**src/rtl/core/kst_pkg.sv**
```systemverilog
// ----------------------------------------------------------------------------
// kst_pkg
// shared types, sizes and codes of the key slot table
// ----------------------------------------------------------------------------
`default_nettype none

package kst_pkg;

   localparam int TABLE_DEPTH = 64;
   localparam int IDX_W       = $clog2(TABLE_DEPTH);
   localparam int CNT_W       = $clog2(TABLE_DEPTH + 1);
   localparam int KEY_W       = 16;
   localparam int SLOT_W      = 6;

   typedef enum logic [1:0] {
      OP_GET = 2'd0,
      OP_ADD = 2'd1,
      OP_DEL = 2'd2,
      OP_CLR = 2'd3
   } op_type;

   typedef enum logic [1:0] {
      ST_OK       = 2'd0,
      ST_NOTFOUND = 2'd1,
      ST_FULL     = 2'd2
   } status_type;

   typedef struct packed {
      op_type            operation;
      logic [KEY_W-1:0]  key;
   } req_type;

   typedef struct packed {
      logic [SLOT_W-1:0] slot;
      logic              hit;
      status_type        status;
   } rsp_type;

   // controller to datapath
   typedef struct packed {
      logic load;
      logic step;
      logic commit;
   } kst_cmd_type;

   // datapath to controller
   typedef struct packed {
      logic scan_done;
   } kst_stat_type;

   typedef enum logic [1:0] {
      S_IDLE   = 2'd0,
      S_SCAN   = 2'd1,
      S_COMMIT = 2'd2
   } state_type;

endpackage

`default_nettype wire

```
**src/rtl/core/kst_ctrl.sv**
```systemverilog
// ----------------------------------------------------------------------------
// kst_ctrl
// sequencer: takes a request, runs the table scan, then commits the update
// ----------------------------------------------------------------------------
`default_nettype none

module kst_ctrl (
   input  wire                   clock,
   input  wire                   reset,
   input  wire                   start,
   output logic                  busy,
   input  kst_pkg::kst_stat_type stat,
   output kst_pkg::kst_cmd_type  cmd
);
   import kst_pkg::*;

   state_type state_ff;
   state_type state_in;

   always_ff @(posedge clock) begin
      if (reset) begin
         state_ff <= S_IDLE;
      end else begin
         state_ff <= state_in;
      end
   end

   always_comb begin
      state_in   = state_ff;
      cmd.load   = 1'b0;
      cmd.step   = 1'b0;
      cmd.commit = 1'b0;
      busy       = 1'b1;
      case (state_ff)
         S_IDLE: begin
            busy = 1'b0;
            if (start) begin
               cmd.load = 1'b1;
               state_in = S_SCAN;
            end
         end
         S_SCAN: begin
            cmd.step = 1'b1;
            if (stat.scan_done) begin
               state_in = S_COMMIT;
            end
         end
         S_COMMIT: begin
            cmd.commit = 1'b1;
            state_in   = S_IDLE;
         end
         default: begin
            state_in = S_IDLE;
         end
      endcase
   end

endmodule

`default_nettype wire

```
**src/rtl/core/kst_dpath.sv**
```systemverilog
// ----------------------------------------------------------------------------
// kst_dpath
// key memory, valid bits, entry count, scan pipeline and result register
// ----------------------------------------------------------------------------
`default_nettype none

module kst_dpath (
   input  wire                   clock,
   input  wire                   reset,
   input  kst_pkg::req_type      req_data,
   input  kst_pkg::kst_cmd_type  cmd,
   output kst_pkg::kst_stat_type stat,
   output logic                  rsp_valid,
   output kst_pkg::rsp_type      rsp_data
);
   import kst_pkg::*;

   logic [KEY_W-1:0]       mem [TABLE_DEPTH];
   logic [TABLE_DEPTH-1:0] valid_ff;
   logic [CNT_W-1:0]       count_ff;

   op_type                 op_ff;
   logic [KEY_W-1:0]       key_ff;

   // scan: address stage then compare stage
   logic [CNT_W-1:0]       addr_ff;
   logic                   cmp_vld_ff;
   logic [IDX_W-1:0]       cmp_idx_ff;
   logic [KEY_W-1:0]       rd_key_ff;

   logic                   match_found_ff;
   logic [IDX_W-1:0]       match_idx_ff;
   logic                   free_found_ff;
   logic [IDX_W-1:0]       free_idx_ff;

   logic                   rsp_valid_ff;
   rsp_type                rsp_data_ff;

   logic                   issue;
   logic                   match_now;
   logic                   free_now;
   logic                   last_now;
   logic                   full;

   rsp_type                rsp_in;
   logic                   do_write;
   logic [IDX_W-1:0]       wr_idx;
   logic                   append;
   logic                   clr_valid;
   logic                   clear_all;
   logic                   insert_path;

   assign issue     = cmd.step && (addr_ff < count_ff);
   assign match_now = cmp_vld_ff && valid_ff[cmp_idx_ff] && (rd_key_ff == key_ff);
   assign free_now  = cmp_vld_ff && !valid_ff[cmp_idx_ff];
   assign last_now  = cmp_vld_ff && (CNT_W'(cmp_idx_ff) == (count_ff - CNT_W'(1)));
   assign full      = (count_ff == CNT_W'(TABLE_DEPTH));

   always_comb begin
      stat.scan_done = (op_ff == OP_CLR) || (count_ff == '0) || last_now
                    || (match_now && ((op_ff == OP_GET) || (op_ff == OP_DEL)))
                    || (free_now && (op_ff == OP_ADD));
   end

   always_ff @(posedge clock) begin
      if (cmd.load) begin
         op_ff  <= op_type'(req_data.operation);
         key_ff <= req_data.key;
      end
      if (issue) begin
         rd_key_ff <= mem[addr_ff[IDX_W-1:0]];
      end
      cmp_idx_ff <= addr_ff[IDX_W-1:0];
      if (cmd.step && match_now && !match_found_ff) begin
         match_idx_ff <= cmp_idx_ff;
      end
      if (cmd.step && free_now && !free_found_ff) begin
         free_idx_ff <= cmp_idx_ff;
      end
      if (cmd.commit) begin
         rsp_data_ff <= rsp_in;
      end
      if (cmd.commit && do_write) begin
         mem[wr_idx] <= key_ff;
      end
   end

   always_ff @(posedge clock) begin
      if (reset) begin
         addr_ff        <= '0;
         cmp_vld_ff     <= 1'b0;
         match_found_ff <= 1'b0;
         free_found_ff  <= 1'b0;
      end else if (cmd.load) begin
         addr_ff        <= '0;
         cmp_vld_ff     <= 1'b0;
         match_found_ff <= 1'b0;
         free_found_ff  <= 1'b0;
      end else begin
         cmp_vld_ff <= issue;
         if (issue) begin
            addr_ff <= addr_ff + CNT_W'(1);
         end
         if (cmd.step && match_now) begin
            match_found_ff <= 1'b1;
         end
         if (cmd.step && free_now) begin
            free_found_ff <= 1'b1;
         end
      end
   end

   // commit decision from the latched scan results
   always_comb begin
      rsp_in.slot   = '0;
      rsp_in.hit    = 1'b0;
      rsp_in.status = ST_OK;
      do_write      = 1'b0;
      wr_idx        = free_idx_ff;
      append        = 1'b0;
      clr_valid     = 1'b0;
      clear_all     = 1'b0;
      insert_path   = 1'b0;
      case (op_ff)
         OP_GET: begin
            if (match_found_ff) begin
               rsp_in.slot = SLOT_W'(match_idx_ff);
               rsp_in.hit  = 1'b1;
            end else begin
               insert_path = 1'b1;
            end
         end
         OP_ADD: begin
            insert_path = 1'b1;
         end
         OP_DEL: begin
            if (match_found_ff) begin
               clr_valid   = 1'b1;
               rsp_in.slot = SLOT_W'(match_idx_ff);
               rsp_in.hit  = 1'b1;
            end else begin
               rsp_in.status = ST_NOTFOUND;
            end
         end
         OP_CLR: begin
            clear_all = 1'b1;
         end
         default: begin
            clear_all = 1'b0;
         end
      endcase
      if (insert_path) begin
         if (free_found_ff) begin
            do_write    = 1'b1;
            wr_idx      = free_idx_ff;
            rsp_in.slot = SLOT_W'(free_idx_ff);
         end else if (!full) begin
            do_write    = 1'b1;
            append      = 1'b1;
            wr_idx      = count_ff[IDX_W-1:0];
            rsp_in.slot = SLOT_W'(count_ff[IDX_W-1:0]);
         end else begin
            rsp_in.status = ST_FULL;
         end
      end
   end

   always_ff @(posedge clock) begin
      if (reset) begin
         valid_ff     <= '0;
         count_ff     <= '0;
         rsp_valid_ff <= 1'b0;
      end else begin
         rsp_valid_ff <= cmd.commit;
         if (cmd.commit) begin
            if (clear_all) begin
               valid_ff <= '0;
               count_ff <= '0;
            end
            if (do_write) begin
               valid_ff[wr_idx] <= 1'b1;
            end
            if (clr_valid) begin
               valid_ff[match_idx_ff] <= 1'b0;
            end
            if (append) begin
               count_ff <= count_ff + CNT_W'(1);
            end
         end
      end
   end

   assign rsp_valid = rsp_valid_ff;
   assign rsp_data  = rsp_data_ff;

endmodule

`default_nettype wire

```
**src/rtl/core/key_slot_table.sv**
```systemverilog
// ----------------------------------------------------------------------------
// key_slot_table
// associative table of 16-bit keys with free slot reuse and a high-water count
// ----------------------------------------------------------------------------
// A request is taken when start is high and busy is low; one result follows
// for every request, shown for a single cycle with rsp_valid high. The
// receiver cannot stall, so it must take each result in that cycle. The
// table is scanned up to the high-water entry count (0 to 64), one entry per
// cycle through the single read port of the key memory, then a commit state
// applies the update. The scan stops early at the first match for
// get-or-insert and delete, and at the first free slot for add. Clear, and
// any request on an empty table, end the scan at once. busy drops in the
// cycle the result is shown, so the next request can be taken there. No
// clearing pass is needed after reset.
// ----------------------------------------------------------------------------
`default_nettype none

module key_slot_table (
   input  wire              clock,
   input  wire              reset,
   input  wire              start,
   output logic             busy,
   input  kst_pkg::req_type req_data,
   output logic             rsp_valid,
   output kst_pkg::rsp_type rsp_data
);
   import kst_pkg::*;

   // command and status between sequencer and datapath
   kst_cmd_type  cmd;
   kst_stat_type stat;

   // sequencer: idle, scan the entries below the count, commit
   kst_ctrl u_ctrl (
      .clock (clock),
      .reset (reset),
      .start (start),
      .busy  (busy),
      .stat  (stat),
      .cmd   (cmd)
   );

   // key memory, valid bits, count and the registered result transfer
   kst_dpath u_dpath (
      .clock     (clock),
      .reset     (reset),
      .req_data  (req_data),
      .cmd       (cmd),
      .stat      (stat),
      .rsp_valid (rsp_valid),
      .rsp_data  (rsp_data)
   );

endmodule

`default_nettype wire

```
**config.mk**
```make
export PLATFORM = sky130hd
export DESIGN_NAME = key_slot_table
export DESIGN_NICKNAME = d
export VERILOG_FILES = /design/src/rtl/core/kst_pkg.sv /design/src/rtl/core/kst_ctrl.sv /design/src/rtl/core/kst_dpath.sv /design/src/rtl/core/key_slot_table.sv
export SDC_FILE = /design/constraint.sdc
export NUM_CORES = 1
export LEC_CHECK = 0
export BUFFER_PORTS_ARGS = -buffer_cell sky130_fd_sc_hd__clkbuf_2
export CAP_MARGIN = 10
export CORE_ASPECT_RATIO = 1.4
export CORE_MARGIN = 2
export CORE_UTILIZATION = 55
export DETAILED_ROUTE_END_ITERATION = 12
export PLACE_DENSITY = 0.73
export SYNTH_ARGS = -nofsm -noshare
export SYNTH_HDL_FRONTEND = slang
export SYNTH_SLANG_ARGS = --single-unit
```
**constraint.sdc**
```tcl
create_clock -name clock -period 3.6 [get_ports clock]
set_input_delay 0.36 -clock clock [delete_from_list [all_inputs] [get_ports clock]]
set_output_delay 0.36 -clock clock [all_outputs]
set_load 0.005 [all_outputs]
```
* Yosys cells after proc, flatten, opt, wreduce, memory -nomap -nowiden
Memories as Yosys holds them, arrays and structs flattened. A register that Yosys moved wholly into a read port is not among the register bits. Cells that the tools add are included. Widths: inputs -> output; s select.
Operators by class: multiplexer cells 48, reduce and logical (&&, ||, !) cells 30, bitwise gates (word level) 3, add/subtract/negate cells 3, order comparisons 6, equality and inequality tests 10
Operators by type and width (count):
- $mux 64 | 7
- $and 64x64->64 | 1
- $not 64->64 | 1
- $or 64x64->64 | 1
- $mux 6 | 6
- $mux 7 | 4
- $lt 6x7->1 const B | 3
- $mux 1 | 20
- $eq 16x16->1 | 1
- $add 7x1->7 const B | 2
- $logic_and 1x1->1 | 14
- $demux 1 s6 | 2
- $ge 6x1->1 const B | 2
- $mux 2 | 6
- $eq 6x7->1 | 1
- $eq 7x7->1 const B | 1
- $logic_not 7->1 | 1
- $lt 7x7->1 | 1
- $sub 7x1->7 const B | 1
- $bmux 1 s6 | 1
- $eq 2x2->1 const B | 3
- $logic_or 1x1->1 | 5
- $eq 2x1->1 const B | 2
- $logic_not 2->1 | 2
- 7 further kinds | 12
Word-level totals: RAM bits 1024, bits of input ports 21, logic and storage cells 117, flip-flop bits (word level) 129, output and inout port bits 11, memories kept 1
Memory list:
- u_dpath.mem | depth 64, bits a word 16, read ports 1, clocked after memory_dff 1, wr ports 1, RTL line kst_dpath.sv:18 | logic [KEY_W-1:0] mem [TABLE_DEPTH];

* Logic depth before layout (Yosys ltp)
Gate-level depths: netlist (run 1).
depth after elaboration 14, gate-level depth with buffers 13, depth with buffers taken out 10

* By module
From an unflattened synthesis (run 1), not the netlist that was laid out.
Second synthesis, totals: cells, all modules 2303, area, all modules 46274.4 sq um
By module, submodules not included:
- kst_dpath | seq. area each 34162.8 sq um, cells each 2291, instances 1, area each 46176.8 sq um
- kst_ctrl | seq. area each 40.0 sq um, cells each 12, instances 1, area each 97.6 sq um

* Worst setup path after synthesis (run 1)
Ideal clock, no wire load.
kind reg2reg, start point reg u_dpath.count_ff[0], end point mem u_dpath.mem[48][0] (enable), period minus slack after synthesis 3.406 ns, stages on the path, launching flop included 11, data required time 3.212 ns, arrival 3.017 ns, buffers on the path 3, library setup time 0.388 ns, path slack 0.194 ns, path through dfxtp_1 > clkbuf_1 > inv_1 > ha_1 > nand3b_1 > o2111ai_4 > clkbuf_1 > a22oi_1 > clkbuf_1 > nand3_1 > nor2_1
Between the ends: cells in the longest elaborated chain, start to end 7, elaborated cells on any way between the ends 10, classes of those cells eq/ne: 1; mux: 8; reduce/logical: 1
RTL lines:
- start: declaration | RTL line kst_dpath.sv:20 | logic [CNT_W-1:0] count_ff;
- start signal: assignment | RTL line kst_dpath.sv:187 | count_ff <= count_ff + CNT_W'(1);
- $eq 7x7->1 | RTL line kst_dpath.sv:57 | assign full = (count_ff == CNT_W'(TABLE_DEPTH));
- $mux 1 | RTL line kst_dpath.sv:157 | end else if (!full) begin
- $mux 1 | RTL line kst_dpath.sv:153 | if (free_found_ff) begin
- $mux 1 | RTL line kst_dpath.sv:152 | if (insert_path) begin
- $logic_and 1x1->1 | RTL line kst_dpath.sv:83 | if (cmd.commit && do_write) begin
- $mux 1 | RTL line kst_dpath.sv:83
- $mux 1 (implied by the code) | RTL line kst_dpath.sv:84 | mem[wr_idx] <= key_ff;
- end: declaration | RTL line kst_dpath.sv:18
Parallel ways exist; a longest one is shown, timed or not.

* Worst setup path after layout (run 1)
start point reg u_dpath.count_ff[0], end point mem u_dpath.mem[39][4] (enable)
Same word-level chain as after synthesis.

==> results.json, run 1 <==
{
  "cts_buffers": 105,
  "post-route-min-period_ns": 3.38,
  "fmax_mhz": 295,
  "ys.flop_type": "edfxtp_1",
  "setup_viol": 0,
  "area_delta_synth_final_pct": 13.4,
  "synth_compound_area_share_pct": 3.34,
  "rsz0062_at_grt": "no",
  "synth_enable_flop_cells": 1079,
  "drt_wl_total_mm": 115,
  "max-slew-margin-rel_pct": 25.5,
  "cp-startpoint": "u_dpath.count_ff[0]",
  "drc": 0,
  "status": "completed",
  "async_flop_share_pct": 0,
  "synthDistinctLibCells": 62,
  "finalCritPeriodShare_pct": 94.0,
  "grt-ovfl-total": 0,
  "io_pins": 32,
  "die_w_um": 249,
  "clk_pin_slew_ns": 0.06,
  "clk_latency_ns": 0.68,
  "via_per_inst": 6.58,
  "synth.cell_area_um2": 46200,
  "wl_per_cell_um": 31.4,
  "fin_cells": 3659,
  "min_path_type": "input port to flop",
  "slew_violations": 0,
  "synthTopCellsByArea": "edfxtp_1 (70%), mux4_2 (17%), dfxtp_1 (3.9%)",
  "grt_pass1_wl_mm": 169,
  "die_h_um": 347,
  "grt_max_degree": 71,
  "yosysWarnings": 0,
  "cap_violations": 0,
  "final_common_cell": "edfxtp_1",
  "crit_chain": "inv_1, ha_1, nand3b_1, o2111ai_4, a22oi_1, nand2_1, or2_1, nor2_1, buf_4",
  "drtIter0Drc": 3206,
  "grt_pass1_vias": 24200,
  "numPortBuffers": 31,
  "p_sw_mw": 5.36,
  "cts.path.max_buffers": 3,
  "grt_use_total_pct": 27.1,
  "grt_antenna_before_repair": 2,
  "n_antenna_cell": 0,
  "synth-seq-cells": 1169,
  "p_clk_share_pct": 42.2,
  "leakage_nw": 16.0,
  "setup_tns_ns": 0,
  "cts_tree": "done",
  "pwr-share-comb_pct": 2.0,
  "r2r_start": "u_dpath.count_ff[0]",
  "start_kind": "flop",
  "ys_seq_area_share_pct": 74.0,
  "syn-instance-count": 2303,
  "start_util_pct": 55.6,
  "place_congestion": 0.944,
  "end_kind": "flop",
  "vias": 24100,
  "cts-root-buf": "clkbuf_16",
  "drive_above_1_share_pct": 28.4,
  "synth_top_family_by_area": "multiplexers",
  "crit_required_ns": 3.95,
  "htree_levels": 3,
  "core_um2": 83000,
  "synth_mux_area_share_pct": 17.5,
  "dp_cells": 3448,
  "synth_fp_nets": 2334,
  "hpwl_mm": 72.0,
  "hold_violations": 0,
  "ant_nets": 0,
  "holdPathStages": 2,
  "post_synth.cell_area_avg_um2": 20.1,
  "slowest_stage": "a22oi_1",
  "synth-simple-area-share_pct": 3.14,
  "ff2ff_path_depth": 9,
  "cts_resized": 0,
  "internal_power_mw": 21.4,
  "p_seq_share_pct": 55.8,
  "synth_xor_area_share_pct": 0.531,
  "num_rows": 125,
  "worstMarginPinSlew_ns": 1.11,
  "synth_adder_area_share_pct": 0.271,
  "drt_first_pass_iters": 5,
  "layout_common_cells": "edfxtp_1 (1079), mux4_2 (352), nor2_1 (159)",
  "crit_type": "flop to flop",
  "fin_nets": 2525,
  "cp_data_arrival_time_ns": 3.73,
  "skew_ns": 0.0320,
  "critPathMaxFanout": 16,
  "cpPeakStageDelay_ns": 0.56,
  "peakVddDrop_uv": 399,
  "hp-start": "reset",
  "p_sw_share_pct": 20.1,
  "die-area_um2": 86400,
  "p_per_area_nw_per_um2": 510,
  "synth_top_area_cell": "edfxtp_1",
  "clkSinkCount": 1169,
  "yosys.area.top_type_share_pct": 70.1
}
-- worst max-delay path: cells and delay by family (launching register included) --
kind	cells	cell delay [ns]
AND/OR/NAND/NOR	4	1.09
AO/OA/AOI/OAI	2	0.83
flip-flops	1	0.49
buffers and inverters	2	0.42
adder cells (fa/ha/maj)	1	0.24
-- flip-flops by register name, indices dropped and copies added (netlist names), 6 cells and up --
| signal | count |
|---|---|
| u_dpath.count_ff | 7 |
| u_dpath.cmp_idx_ff | 6 |
| u_dpath.key_ff | 16 |
| u_dpath.rd_key_ff | 16 |
| u_dpath.rsp_data | 9 |
| u_dpath.match_idx_ff | 6 |
| u_dpath.mem | 1024 |
| u_dpath.addr_ff | 7 |
| u_dpath.free_idx_ff | 6 |
| u_dpath.valid_ff | 64 |
-- power groups by stage --
stage | sequential (mW) | clock [mW] | combinational [mW]
after CTS | 14.9 | 11.4 | 0.535
after detailed placement | 15.2 | 0 | 0.518
after global routing | 14.9 | 11.9 | 0.571
after global placement | 15.2 | 0 | 0.493
after floorplan | 15.3 | 0 | 0.144
final | 14.9 | 11.3 | 0.539
-- metrics by stage --
step	utilization (%)	setup WS [ns]	cell area [um2]	total power [mW]	hold WS, ns
4_1_cts	63.1	0.273	52400	26.9	0.0382
3_3_place_gp	58.7	0.453	48800	15.7	0.449
6_report	63.1	0.216	52400	26.7	0.0638
5_1_grt	63.1	0.0291	52400	27.4	0.0526
2_1_floorplan	-	0.194	46200	15.4	0.354
3_5_place_dp	58.7	0.321	48800	15.7	0.469
-- area by class of cell --
cell class,instances,area [um2]
Inverter,16,60.1
Fill cell,5408,30600
Sequential cell,1169,34200
Multi-Input combinational cell,982,11400
Clock buffer,130,2780
Tap cell,1079,1350
Clock inverter,63,678
Timing Repair Buffer,220,1890
-- cell usage after synthesis (12+ instances only) --
cell,instances
a21oi_1,41
a22oi_1,27
buf_1,32
clkbuf_1,100
dfxtp_1,90
edfxtp_1,1079
inv_1,13
mux2i_1,13
mux4_2,352
nand2_1,84
nand3_1,18
nor2_1,160
nor3_1,13
o21ai_0,93
o21ai_1,14
o31ai_1,29
or3_1,12
xnor2_1,25
-- per-layer routing --
| metal | track usage, % | up-vias | part of all wire, % |
|---|---|---|---|
| li1 | - | 9878 | - |
| met1 | 35.2 | 12700 | 36 |
| met2 | 46.4 | 1260 | 52 |
| met3 | 4.05 | 222 | 7.7 |
| met4 | 11.1 | 2 | 4.4 |
| met5 | 0 | - | 0.011 |
-- worst paths after layout --
kind                                             end  slack, ns
worst max-delay path              u_dpath.mem[39][4]       0.22
worst min-delay path              u_ctrl.state_ff[0]       0.06
worst min register to register  u_dpath.valid_ff[63]       0.48
worst max register to register    u_dpath.mem[39][4]       0.22
-- cells by family (layout without fill, tap and decap cells) --
logic type	Yosys count	count (layout)
and+or+nand+nor	331	331
buffers and inverters	152	429
AOI/OAI and AO/OA	247	247
muxes	366	366
xor gates and xnor gates	28	28
adders and majority gates	10	10
DFF	1169	1169
-- timing repair --
item | 4_1_cts | 5_1_grt
hold buffers | 18 | 0
setup buffers | 0 | 0
endpoints found under the hold margin | 18 | 0
(Power assumes the default switching activity.)
==> inputs of run 2 (changes only) <==
CORE_UTILIZATION = 57   (was 55)
PLACE_DENSITY = 0.76   (was 0.73)
SLEW_MARGIN = 20   (was unset)
==> run 2 against run 1 <==
- clock-buffer cell count grew 1
- hold slack better by 0.071 ns
- critical path depth did not move
- die area fell by 3.5%
- power fell by 1.0%
- non-clock buffer count shrank 9
- largest cell class unchanged
==> results.json, run 2 (synthesis gave the netlist of run 1 again) <==
{
  "status": "completed",
  "grt_max_degree": 71,
  "drtIter0Drc": 2832,
  "p_per_area_nw_per_um2": 508,
  "drive_above_1_share_pct": 27.9,
  "drt_wl_total_mm": 115,
  "cap_violations": 0,
  "grt_use_total_pct": 28.2,
  "numPortBuffers": 31,
  "finalCritPeriodShare_pct": 92.7,
  "finalPower_mw": 26.5,
  "layout_common_cells": "edfxtp_1 (1079), mux4_2 (352), nor2_1 (159)",
  "fin_nets": 2513,
  "vias": 24000,
  "hold_violations": 0,
  "cp_data_arrival_time_ns": 3.70,
  "die_w_um": 245,
  "skew_ns": 0.0178,
  "holdPathStages": 3,
  "fin_cells": 3626,
  "max-slew-margin-rel_pct": 22.1,
  "dp_cells": 3422,
  "area_delta_synth_final_pct": 12.7,
  "ff2ff_setup_slack_ns": 0.26,
  "grt_use_met3_pct": 4.77,
  "reg_top3": "u_dpath.mem (1024), u_dpath.valid_ff (64)",
  "cts_tree": "done",
  "num_rows": 123,
  "hpwl_mm": 70.1,
  "cts-root-buf": "clkbuf_16",
  "start_util_pct": 57.5,
  "rsz0062_at_grt": "no",
  "grt_use_met1_pct": 34.6,
  "drc": 0,
  "cts_buffers": 102,
  "largest_reg_flops": 1024,
  "cts.path.max_buffers": 3,
  "met2_usage_pct": 49.0,
  "critPathMaxFanout": 16,
  "grt_pass1_wl_mm": 169,
  "top_register": "u_dpath.mem",
  "htree_levels": 3,
  "min_path_type": "input port to flop",
  "slew_violations": 0,
  "crit_type": "flop to flop",
  "core_um2": 80300,
  "setup_tns_ns": 0,
  "peakVddDrop_uv": 413,
  "fmax_mhz": 300,
  "grt_pass1_vias": 24500,
  "whs_ns": 0.135,
  "via_per_inst": 6.61,
  "slowest_stage": "o2111ai_4",
  "end_kind": "flop",
  "place_congestion": 0.943,
  "io_pins": 32,
  "clk_pin_slew_ns": 0.06,
  "cpPeakStageDelay_ns": 0.47,
  "wl_per_cell_um": 31.7,
  "ff2ff_path_depth": 9,
  "final_common_cell": "edfxtp_1",
  "setup_viol": 0,
  "crit_required_ns": 3.96,
  "start_kind": "flop",
  "drt_first_pass_iters": 6,
  "clkSinkCount": 1169,
  "leakage_nw": 15.9,
  "ant_nets": 0,
  "post-route-min-period_ns": 3.34,
  "die_h_um": 341,
  "crit_chain": "inv_1, ha_1, nand3b_1, o2111ai_4, a22oi_1, nor3_1, nand2_1, nor2_1, buf_4",
  "worstMarginPinSlew_ns": 1.17,
  "die-area_um2": 83400,
  "dpl_cell_area_um2": 48600,
  "n_antenna_cell": 0,
  "clk_latency_ns": 0.67,
  "busiest_layer": "met2",
  "final_cell_area_um2": 52100,
  "grt_antenna_before_repair": 2,
  "grt-ovfl-total": 0
}
run 2: changes by cell type in the layout (fill, tap and decap cells not counted), sizes merged:
cell and delta:
inv -2, clkinv -6, bufinv -1, clkinvlp +1, clkbuf +1, buf -9
run 2: repair_timing:
action / CTS / global route
setup buffers: 0 / 0
endpoints found under the hold margin: 18 / 0
hold buffers: 18 / 0
gates resized for setup: 0 / 0
run 2: per-stage QoR:
stage          utilization, %  worst slack (ns)
2_1_floorplan               -             0.194
3_3_place_gp             60.5             0.534
5_1_grt                  64.9             0.131
4_1_cts                  64.9             0.366
3_5_place_dp             60.5             0.388
6_report                 64.9             0.263
run 2: path summary, 6_finish.rpt:
| path | from | to |
|---|---|---|
| worst max-delay path | u_dpath.count_ff[1] | u_dpath.mem[25][11] |
| worst min-delay path | start | u_dpath.key_ff[12] |
| worst max register to register | u_dpath.count_ff[1] | u_dpath.mem[25][11] |
| worst min register to register | u_dpath.valid_ff[25] | u_dpath.valid_ff[25] |
run 2: layout make-up:
cell class	count	area, um2
Multi-Input combinational cell	982	11400
Timing Repair Buffer	211	1700
Clock buffer	131	2770
Inverter	16	60.1
Tap cell	1062	1330
Fill cell	5173	28200
Clock inverter	55	584
Sequential cell	1169	34200
run 2: metal layers:
layer	up-vias	wire length [um]
li1	9860	-
met1	12600	40000
met2	1274	60500
met3	253	8530
met4	2	5900
met5	-	17
run 2: critical path, delay by kind of cell, from the launching register on:
family / cells / cell delay, ns
buffers and inverters: 2 / 0.48
adders and majority gates: 1 / 0.20
DFF: 1 / 0.38
AOI/OAI and AO/OA: 2 / 0.71
and+or+nand+nor: 4 / 1.23
run 2: power breakdown:
| part | internal, mW | total, mW | leakage, nW | switching (mW) |
|---|---|---|---|---|
| Combinational | 0.101 | 0.523 | 3.82 | 0.422 |
| Sequential | 14.9 | 14.9 | 10.4 | 0.0296 |
| Clock | 6.22 | 11.0 | 1.62 | 4.80 |
